--- src/rmq_isqrt.sv ---
// ----------------------------------------------------------------------------
// Rotation matrix to quaternion - pipelined square root
// Digit-by-digit integer square root, one root bit per register stage.
// ----------------------------------------------------------------------------
module rmq_isqrt #(
    parameter int QW = 31,
    parameter int SW = 16
) (
    input  logic           i_clk,
    input  logic           i_en,
    input  logic [QW-1:0]  i_x,
    output logic [SW-1:0]  o_root
);
    localparam int PW  = 2 * SW;
    localparam int RMW = SW + 2;

    logic [RMW-1:0] r_rem  [SW];
    logic [SW-1:0]  r_root [SW];
    logic [PW-1:0]  r_x    [SW];

    for (genvar j = 0; j < SW; j++) begin : g_stage
        logic [RMW-1:0] rem_in;
        logic [SW-1:0]  root_in;
        logic [PW-1:0]  x_in;
        logic [RMW-1:0] rem_sh;
        logic [RMW-1:0] trial;
        logic           ge;

        if (j == 0) begin : g_first
            assign rem_in  = '0;
            assign root_in = '0;
            assign x_in    = PW'(i_x);
        end else begin : g_next
            assign rem_in  = r_rem[j-1];
            assign root_in = r_root[j-1];
            assign x_in    = r_x[j-1];
        end

        assign rem_sh = {rem_in[RMW-3:0], x_in[PW-1:PW-2]};
        assign trial  = {root_in, 2'b01};
        assign ge     = rem_sh >= trial;

        always_ff @(posedge i_clk) begin
            if (i_en) begin
                r_rem[j]  <= ge ? (rem_sh - trial) : rem_sh;
                r_root[j] <= {root_in[SW-2:0], ge};
                r_x[j]    <= {x_in[PW-3:0], 2'b00};
            end
        end
    end

    assign o_root = r_root[SW-1];

endmodule

--- config.mk ---
export PLATFORM = sky130hd
export DESIGN_NAME = rmq_isqrt
export DESIGN_NICKNAME = d
export VERILOG_FILES = /design/src/rmq_isqrt.sv
export SDC_FILE = /design/constraint.sdc
export NUM_CORES = 1
export LEC_CHECK = 0
export BUFFER_PORTS_ARGS = -buffer_cell sky130_fd_sc_hd__buf_4
export CAP_MARGIN = 10
export CORE_ASPECT_RATIO = 0.5
export CORE_UTILIZATION = 45
export DETAILED_ROUTE_END_ITERATION = 10
export PLACE_DENSITY = 0.56
export SYNTH_ARGS = -nofsm -noshare
export SYNTH_HDL_FRONTEND = slang
export SYNTH_SLANG_ARGS = --single-unit
--- constraint.sdc ---
create_clock -name i_clk -period 2.8 [get_ports i_clk]
set_input_delay 0.56 -clock i_clk [delete_from_list [all_inputs] [get_ports i_clk]]
set_output_delay 0.56 -clock i_clk [all_outputs]
set_load 0.03 [all_outputs]
==> impl_metrics.py <==
metrics = {
    "run_status": {
        "status": "finished clean",
    },
    "worst_setup_path": {
        "r2r_cells": 8,
        "worst-path-buf-inv": 1,
        "crit_slowest_cell": "or3_4",
        "startpoint_type": "register",
        "cp_top_family": "simple AND/OR/NAND/NOR gates",
        "worstSetupStartpoint": "r_rem[1][8]",
        "crit_chain": "ha_1 -> or3_4 -> or3_1 -> and3b_2 -> nand2b_1 -> a41oi_2 -> buf_4 -> mux2_2",
        "crit_path_end_kind": "register",
        "r2r_setup_slack_ns": 0.09,
        "worst-setup-path-type": "reg2reg",
        "critical_path_cell_count": 8,
        "worstReg2RegStart": "r_rem[1][8]",
        "max_stage_delay_ns": 0.40,
        "cp-endpoint": "r_rem[1][21]",
        "worst_ep_arrival_time_ns": 3.07,
        "worstPathMaxFanout": 12,
        "crit_required_ns": 3.16,
        "r2r-end": "r_rem[1][21]",
    },
    "global_route": {
        "grt_pass1_vias": 15400,
        "grt-ovfl-total": 0,
        "grt_max_degree": 74,
        "grt_pass1_wl_um": 74800,
        "antenna_found_initial": 0,
        "grtUsageTotal_pct": 15.12,
    },
    "clock_network": {
        "h-tree-depth": 2,
        "cts_tree": "built",
        "cts_buffers": 54,
        "cts_hold_buf": 0,
        "insertion_delay_ns": 0.61,
        "cts_sinks": 594,
        "clkSlewWorstSetupHoldPaths_ns": 0.07,
        "clk_root_buffer_cell": "clkbuf_16",
        "clockBufferDepth": 3,
    },
    "final_layout": {
        "seq_area_um2": 17840,
        "multiInputGateArea_um2": 8672,
        "finish.utilization_pct": 52.21,
        "nNetsFinal": 2367,
        "fill_cells": 5118,
        "synthToLayoutAreaGrowth_pct": 14.02,
        "drive_gt1_share_pct": 12.39,
        "num_antenna_cells": 0,
    },
    "die": {
        "initial_core_util_pct": 45.79,
        "dieWidth_um": 350.2,
        "row_count": 63,
        "io_pins": 49,
        "die_y_um": 176.1,
        "dieArea_um2": 61680,
        "core_area_um2": 59590,
    },
    "run": {
        "maxCapViolCount": 0,
    },
    "yosys": {
        "ys.flop_type": "edfxtp_1",
        "synth_edf_count": 594,
        "avgSynthCellArea_um2": 13.44,
        "async_flop_share_pct": 0,
        "synth_fp_nets": 2213,
        "yosysWarnings": 0,
        "yosysUniqueCellTypes": 77,
        "netlist_area_um2": 27280,
        "ys_ff_latch": 594,
        "syn_inst": 2030,
        "ys_seq_area_share_pct": 65.37,
    },
    "worst_hold_path": {
        "min_from": "i_x[14]",
        "min_path_type": "in2reg",
    },
    "sta": {
        "holdWs_ns": 0.1192,
        "relSlewSlack_pct": 58.30,
        "finalHoldViolations": 0,
        "worst_pin_slew_ns": 0.6199,
        "setup_violations": 0,
        "max_freq_mhz": 369.2,
        "drv_slew": 0,
        "min_period_ns": 2.709,
        "timing.final.crit_share_pct": 96.75,
        "fin_skew_ns": 0.02414,
    },
    "detailed_routing": {
        "antenna_left": 0,
        "wl_per_cell_um": 15.42,
        "drt_iter0_drc": 774,
        "firstDrtPassIters": 5,
        "vias": 15550,
        "drc": 0,
        "routed_via_density": 5.116,
        "wl_um": 46870,
    },
    "power_and_ir_drop": {
        "vdd_drop_max_uv": 601.4,
        "power_per_cell_area_nw_per_um2": 734.6,
        "p_leak_nw": 11.97,
    },
    "placement": {
        "hpwl_um": 33580,
        "io_buffers": 48,
        "gp_congestion": 0.8589,
    },
}
[metrics by stage]
| stage | setup slack (ns) | area [um2] | power (mW) | cells | setup TNS (ns) |
|---|---|---|---|---|---|
| 4_1_cts | 0.004851 | 30990 | 23.08 | 3037 | 0 |
| 2_1_floorplan | 0.2409 | 27280 | 14.35 | 2030 | 0 |
| 3_3_place_gp | -0.08547 | 29260 | 15.67 | 2938 | -0.7524 |
| 5_1_grt | -0.006734 | 31110 | 24.02 | 3039 | -0.006734 |
| 6_report | 0.09114 | 31110 | 22.85 | 3039 | 0 |
| 3_5_place_dp | -0.05352 | 29260 | 15.70 | 2938 | -0.3716 |
[cell families after synthesis]
kind of cell / share of synthesized area [%]
buffers and inverters: 3.256
xor gates and xnor gates: 4.751
muxes: 1.559
and+or+nand+nor: 9.029
AOI/OAI and AO/OA: 9.139
other: 0.01374
DFF: 65.37
adders and majority gates: 6.879
[worst min-delay path by stage]
| stage | to | cells past startpoint |
|---|---|---|
| final | r_x[0][14] | 1 |
| after CTS | r_x[0][28] | 1 |
| after detailed placement | r_x[0][104] | 0 |
| after floorplan | r_x[0][100] | 0 |
| after global placement | r_x[0][111] | 0 |
| after global routing | r_x[0][14] | 1 |
[synth_stat cells (30+ instances only)]
| library cell | count | share of area (%) |
|---|---|---|
| a21o_1 | 30 | 0.83 |
| a21oi_1 | 112 | 2.1 |
| edfxtp_1 | 594 | 65 |
| ha_1 | 150 | 6.9 |
| inv_1 | 194 | 2.7 |
| mux2_2 | 32 | 1.3 |
| nand2_1 | 107 | 1.5 |
| nand2b_1 | 34 | 0.78 |
| nand3_1 | 31 | 0.57 |
| nor2_1 | 118 | 1.6 |
| nor3_1 | 52 | 0.95 |
| o21ai_0 | 103 | 1.9 |
| xnor2_1 | 74 | 2.4 |
| xor2_1 | 74 | 2.4 |
[flip-flops by register name, indices dropped and copies added (netlist names)]
register	flops
r_rem	218
r_root	136
r_x	240
[report_power, final]
group	switching, mW	internal [mW]	total [mW]
clock	3.27	3.98	7.25
sequential	0.498	11.0	11.5
combinational	2.17	1.89	4.06
total	5.94	16.9	22.9
[cell usage in the layout, fill, tap and decap left out, types with 6 or more instances in the layout]
cell,n
nand2b_1,34
and3_1,6
nand4_1,20
xnor2_1,74
nand3b_1,9
clkbuf_1,8
o31ai_1,13
a31oi_1,9
or3_1,20
a21o_1,30
ha_1,145
a21oi_1,111
buf_4,112
clkbuf_16,55
mux2_2,32
clkinvlp_4,7
o211ai_1,10
clkinv_2,13
o21ai_0,101
nor3_1,52
nor2b_1,27
inv_1,194
xor2_1,74
buf_12,13
nor4_1,19
nand3_1,30
o21a_1,29
nor2_1,118
o21bai_1,6
nand2_1,107
edfxtp_1,594
a211oi_1,18
clkinv_1,9
[routing by layer]
layer  vias to the layer above  global-route usage, %  part of all wire (%)
met3                        90                  3.003                   3.7
met4                         0                  5.349                   2.9
li1                       7830                      -                     -
met1                      7388                  16.94                    41
met2                       240                  28.48                    53
met5                         -                      0                     0
[what timing repair did]
item | 4_1_cts | 5_1_grt
endpoints found under the setup margin | 9 | 26
resized for setup | 2 | 20
gates cloned | 0 | 1
pin swaps | 0 | 5
hold endpoints to repair | 0 | 0
buffers inserted | 0 | 1
[layout make-up]
cell class                 count  area share (%)
clock buffer                  63           4.520
timing repair buffer         128           3.660
clock inverter                36          0.9934
inverter                     195           2.353
sequential                   594           57.33
multi-input combinational   1211           27.87
tap                          812           3.266
No activity file was read; power rests on OpenSTA's default activity.
