[src/rmq_pkg.sv]
// ----------------------------------------------------------------------------
// Rotation matrix to quaternion - shared types
// Element and result widths, lane count and the side-band record that
// travels with each transaction through the pipeline.
// ----------------------------------------------------------------------------
package rmq_pkg;

    localparam int ELEM_W = 16;
    localparam int QUAT_W = 16;
    localparam int NLANE  = 4;
    localparam int NELEM  = 9;

    typedef logic signed [ELEM_W-1:0] t_elem;

    typedef struct packed {
        logic             vld;
        logic             deg;
        logic [NLANE-1:0] neg;
    } t_side;

endpackage

[src/rmq_front.sv]
// ----------------------------------------------------------------------------
// Rotation matrix to quaternion - front end
// Picks the branch, forms the integer vector, squares its components and
// sums the norm over three register stages.
// ----------------------------------------------------------------------------
module rmq_front #(
    parameter int FRAC_BITS = 14,
    parameter int AW        = 19,
    parameter int NW        = 40
) (
    input  logic                 i_clk,
    input  logic                 i_rst_n,
    input  logic                 i_en,
    input  logic                 i_valid,
    input  rmq_pkg::t_elem       i_m [rmq_pkg::NELEM],
    output logic [2*AW-1:0]      o_a2 [rmq_pkg::NLANE],
    output logic [NW-1:0]        o_n,
    output rmq_pkg::t_side       o_side
);
    import rmq_pkg::*;

    localparam int RW = AW + 1;
    localparam logic [63:0] ONE64 = 64'd1 << FRAC_BITS;
    localparam logic signed [RW-1:0] ONE_S = RW'(ONE64);

    logic signed [RW-1:0] e [NELEM];
    logic signed [RW-1:0] t;
    logic signed [RW-1:0] r;
    logic signed [RW-1:0] n_v [NLANE];

    logic signed [RW-1:0] r_v [NLANE];
    logic                 r_vld1;
    logic                 r_deg1;

    logic [AW-1:0]        a [NLANE];
    logic [2*AW-1:0]      r_a2 [NLANE];
    logic [NLANE-1:0]     r_neg2;
    logic                 r_vld2;
    logic                 r_deg2;

    logic [NW-1:0]        n_sum;
    logic [2*AW-1:0]      r_a2_3 [NLANE];
    logic [NW-1:0]        r_n3;
    logic [NLANE-1:0]     r_neg3;
    logic                 r_vld3;
    logic                 r_deg3;

    always_comb begin
        for (int i = 0; i < NELEM; i++) begin
            e[i] = RW'(i_m[i]);
        end
        t = e[0] + e[4] + e[8];
        if (t > 0) begin
            r      = t + ONE_S;
            n_v[0] = r;
            n_v[1] = e[7] - e[5];
            n_v[2] = e[2] - e[6];
            n_v[3] = e[3] - e[1];
        end else if (e[0] > e[4] && e[0] > e[8]) begin
            r      = ONE_S + e[0] - e[4] - e[8];
            n_v[0] = e[7] - e[5];
            n_v[1] = r;
            n_v[2] = e[1] + e[3];
            n_v[3] = e[2] + e[6];
        end else if (e[4] > e[8]) begin
            r      = ONE_S + e[4] - e[0] - e[8];
            n_v[0] = e[2] - e[6];
            n_v[1] = e[1] + e[3];
            n_v[2] = r;
            n_v[3] = e[5] + e[7];
        end else begin
            r      = ONE_S + e[8] - e[0] - e[4];
            n_v[0] = e[3] - e[1];
            n_v[1] = e[2] + e[6];
            n_v[2] = e[5] + e[7];
            n_v[3] = r;
        end
    end

    always_comb begin
        for (int i = 0; i < NLANE; i++) begin
            a[i] = r_v[i][RW-1] ? AW'(-r_v[i]) : AW'(r_v[i]);
        end
        n_sum = '0;
        for (int i = 0; i < NLANE; i++) begin
            n_sum = n_sum + NW'(r_a2[i]);
        end
    end

    always_ff @(posedge i_clk) begin
        if (!i_rst_n) begin
            r_vld1 <= 1'b0;
            r_vld2 <= 1'b0;
            r_vld3 <= 1'b0;
        end else if (i_en) begin
            r_vld1 <= i_valid;
            r_vld2 <= r_vld1;
            r_vld3 <= r_vld2;
        end
    end

    always_ff @(posedge i_clk) begin
        if (i_en) begin
            r_v    <= n_v;
            r_deg1 <= !(r > 0);
            for (int i = 0; i < NLANE; i++) begin
                r_a2[i]   <= a[i] * a[i];
                r_neg2[i] <= r_v[i][RW-1];
            end
            r_deg2 <= r_deg1;
            r_a2_3 <= r_a2;
            r_n3   <= n_sum;
            r_neg3 <= r_neg2;
            r_deg3 <= r_deg2 || (n_sum == '0);
        end
    end

    assign o_a2       = r_a2_3;
    assign o_n        = r_n3;
    assign o_side.vld = r_vld3;
    assign o_side.deg = r_deg3;
    assign o_side.neg = r_neg3;

endmodule

[config.mk]
export PLATFORM = sky130hd
export DESIGN_NAME = rmq_front
export DESIGN_NICKNAME = d
export VERILOG_FILES = /design/src/rmq_pkg.sv /design/src/rmq_front.sv
export SDC_FILE = /design/constraint.sdc
export NUM_CORES = 2
export LEC_CHECK = 0
export BUFFER_PORTS_ARGS = -buffer_cell sky130_fd_sc_hd__clkbuf_2
export CAP_MARGIN = 5
export CELL_PAD_IN_SITES_DETAIL_PLACEMENT = 0
export CELL_PAD_IN_SITES_GLOBAL_PLACEMENT = 2
export CORE_UTILIZATION = 35
export CTS_BUF_LIST = sky130_fd_sc_hd__clkbuf_16
export DETAILED_ROUTE_END_ITERATION = 8
export MAX_ROUTING_LAYER = met4
export PLACE_DENSITY = 0.7
export SETUP_SLACK_MARGIN = 0.02
export SLEW_MARGIN = 20
export SYNTH_ARGS = -nofsm -noshare
export SYNTH_HDL_FRONTEND = slang
export SYNTH_SLANG_ARGS = --single-unit
[constraint.sdc]
create_clock -name i_clk -period 9.9 [get_ports i_clk]
set_input_delay 0.495 -clock i_clk [delete_from_list [all_inputs] [get_ports i_clk]]
set_output_delay 0.495 -clock i_clk [all_outputs]
set_load 0.005 [all_outputs]
==> flow_metrics.tcl <==
set metrics [dict create \
    grt_pass1_vias 53000 \
    dr.pass1.iters 5 \
    numCtsBuffers 53 \
    path_max_fanout 8 \
    end_kind "register" \
    synth_top_family_by_area "adder cells" \
    tightest_slew_ns 1.09 \
    dieArea_sq_um 202000 \
    slew_violations 0 \
    rsz0062_at_grt "false" \
    gp_congestion 0.942 \
    yosysSeqAreaShare_pct 18.2 \
    viasPerCell 4.89 \
    grt_overflow 0 \
    finalClockSkew_ns 0.0401 \
    ys_seq_elements 426 \
    max_cap_violations 0 \
    clkSinkCount 426 \
    status "finished, final reports clean" \
    synth_area_per_cell_sq_um 9.76 \
    finalInstanceArea_sq_um 77400 \
    hold_viol_final 0 \
    pin_count 346 \
    die_h_um 449 \
    synth_compound_area_share_pct 9.17 \
    synth_ff_type "edfxtp_1" \
    crit_type "register to register" \
    hold_path.class "input port to register" \
    die_w_um 449 \
    synthAdderAreaFrac_pct 47.4 \
    start_kind "register" \
    layout_min_cycle_time_ns 9.37 \
    synthToLayoutAreaGrowth_pct 10.6 \
    worstPathArrival_ns 9.80 \
    synth_edf_count 423 \
    path_clk_slew_ns 0.06 \
    post-dp-hpwl_um 204000 \
    synth-xor-area-share_pct 4.93 \
    dpl_cell_area_sq_um 75600 \
    nFillCells 19900 \
    layout-drive-gt1-share_pct 8.43 \
    io_buffers 341 \
    synthArstFlopShare_pct 0 \
    start_util_pct 35.4 \
    required_ns 10.33 \
    num_rows 163 \
    grt_pass1_wl_um 348000 \
    cts_buffer_depth 3 \
    path_buf_inv 4 \
    muxShareOfSynthArea_pct 0.636 \
    cts-root-buf "clkbuf_16" \
    grt_max_degree 133 \
    routedWlPerCell_um 22.9 \
    antenna_found_initial 10 \
    slowest_stage "or4_1" \
    max_freq_mhz 107 \
    cts_tree "built" \
    synth_cell_types 91 \
    slowest_delay_ns 0.58 \
    fin_tns_setup_ns 0 \
    ys_warn_count 0 \
    grt_use_total_pct 24.1 \
    hold_buffers 0 \
    critPathTopFamily "adder cells" \
    cp_common_cell "fa_1" \
    antenna_left 0 \
    setup_viol 0 \
    core_sq_um 198000 \
    worstSkewPairLatency_ns 0.68 \
    drt_iter0_markers 2867 \
    slew-limit-headroom_pct 26.7 \
    synthesis.area_sq_um 70000 \
    drc 0 \
    final_nets 9705 \
    post-route-period-util_pct 94.6 \
    totalWireLength_um 235000 \
    netlist_instances 7173 \
    synth-simple-area-share_pct 9.78 \
    cts_max_level 2 \
    num_vias 50200 \
]
-- final timing paths --
path | endpoint | slack (ns) | startpoint | depth (start not counted)
worst min-delay path | r_vld2$_SDFFE_PN0P_ | 0.08 | i_rst_n | 2
worst max register to register | r_a2[75]$_DFFE_PP_ | 0.53 | r_v[25]$_DFFE_PP_ | 28
worst min register to register | r_deg2$_DFFE_PP_ | 0.42 | r_deg1$_DFFE_PP_ | 0
worst max-delay path | r_a2[75]$_DFFE_PP_ | 0.53 | r_v[25]$_DFFE_PP_ | 28
-- through the flow --
stage                     hold WS, ns  setup slack [ns]  util (%)  std cells
after floorplan                 0.400              1.36         -       7234
after global placement          0.408             0.302      38.2      10200
after detailed placement        0.409           -0.0430      38.2      10200
after CTS                      0.0355            0.0834      39.1      10300
after global routing           0.0710            0.0111      39.1      10300
final                          0.0781             0.531      39.1      10300
-- cell type report --
type                    count  area [sq um]  area share (%)
diodes                      9          22.5          0.0291
clock buffers              53          1330            1.71
clock inverters            43           440           0.569
inverters                1660          6240            8.06
multi-input cells        4980         50600            65.4
flip-flops and latches    426         12800            16.5
well taps                2640          3300            4.27
repair buffers            468          2680            3.46
-- per-layer routing --
metal  track usage, %  share of wire (%)  up-vias
met5                -                  0        -
met2             40.7                 49     1057
met1             30.0                 43    25400
li1                 -                  -    23500
met4             8.68                4.5        0
met3             2.12                3.5      247
-- kinds of logic after synthesis --
logic type,Yosys count
buffers and inverters,1828
AND/OR/NAND/NOR,1528
adder cells (fa/ha/maj),1968
other,2
multiplexers,42
XOR/XNOR,393
flip-flops,426
AO/OA/AOI/OAI,986
-- cells in the final DEF, fill, tap and decap left out, types with 24 or more instances in the layout --
cell type and count:
a21oi_1 273, conb_1 63, ha_1 826, clkbuf_16 53, nor3_1 73, nand2_1 512, xnor2_1 268, inv_1 1636
nand2b_1 44, fa_1 1142, buf_4 126, o21a_1 43, nand3_1 61, o21bai_1 48, xor2_1 123, and2_1 29
a211oi_1 40, a31oi_1 45, nor2_1 578, clkinv_1 25, nand4_1 31, edfxtp_1 423, o31ai_1 37, o21ai_0 194
o211ai_1 27, a21o_1 117, clkbuf_2 340, and3_1 24, nor2b_1 54
-- synth_stat cells (all sizes together), types with 48 or more instances --
| cell | count | share of area [%] |
|---|---|---|
| nor2b | 54 | 0.48 |
| nor3 | 73 | 0.52 |
| xor2 | 124 | 1.6 |
| nand2 | 512 | 2.7 |
| xnor2 | 269 | 3.4 |
| o21bai | 48 | 0.51 |
| clkbuf | 132 | 0.71 |
| a21oi | 274 | 2.0 |
| nand3 | 62 | 0.44 |
| fa | 1142 | 33 |
| nor2 | 579 | 3.1 |
| a21o | 117 | 1.3 |
| o21ai | 198 | 1.4 |
| ha | 826 | 15 |
| edfxtp | 423 | 18 |
| inv | 1637 | 8.8 |
-- registers in the layout, indices dropped and copies added, names as in the netlist, 4 cells and up --
name / count
o_n: 40
r_neg2: 4
r_a2: 148
o_a2: 148
r_v: 76
r_neg3: 4
-- repair_timing --
item / 4_1_cts / 5_1_grt
endpoints found under the setup margin: 2 / 10
setup buffers: 0 / 5
gates resized for setup: 1 / 8
Power is not shown: default switching activity piles up to over one toggle a cycle in this logic, so the estimate is an artifact.
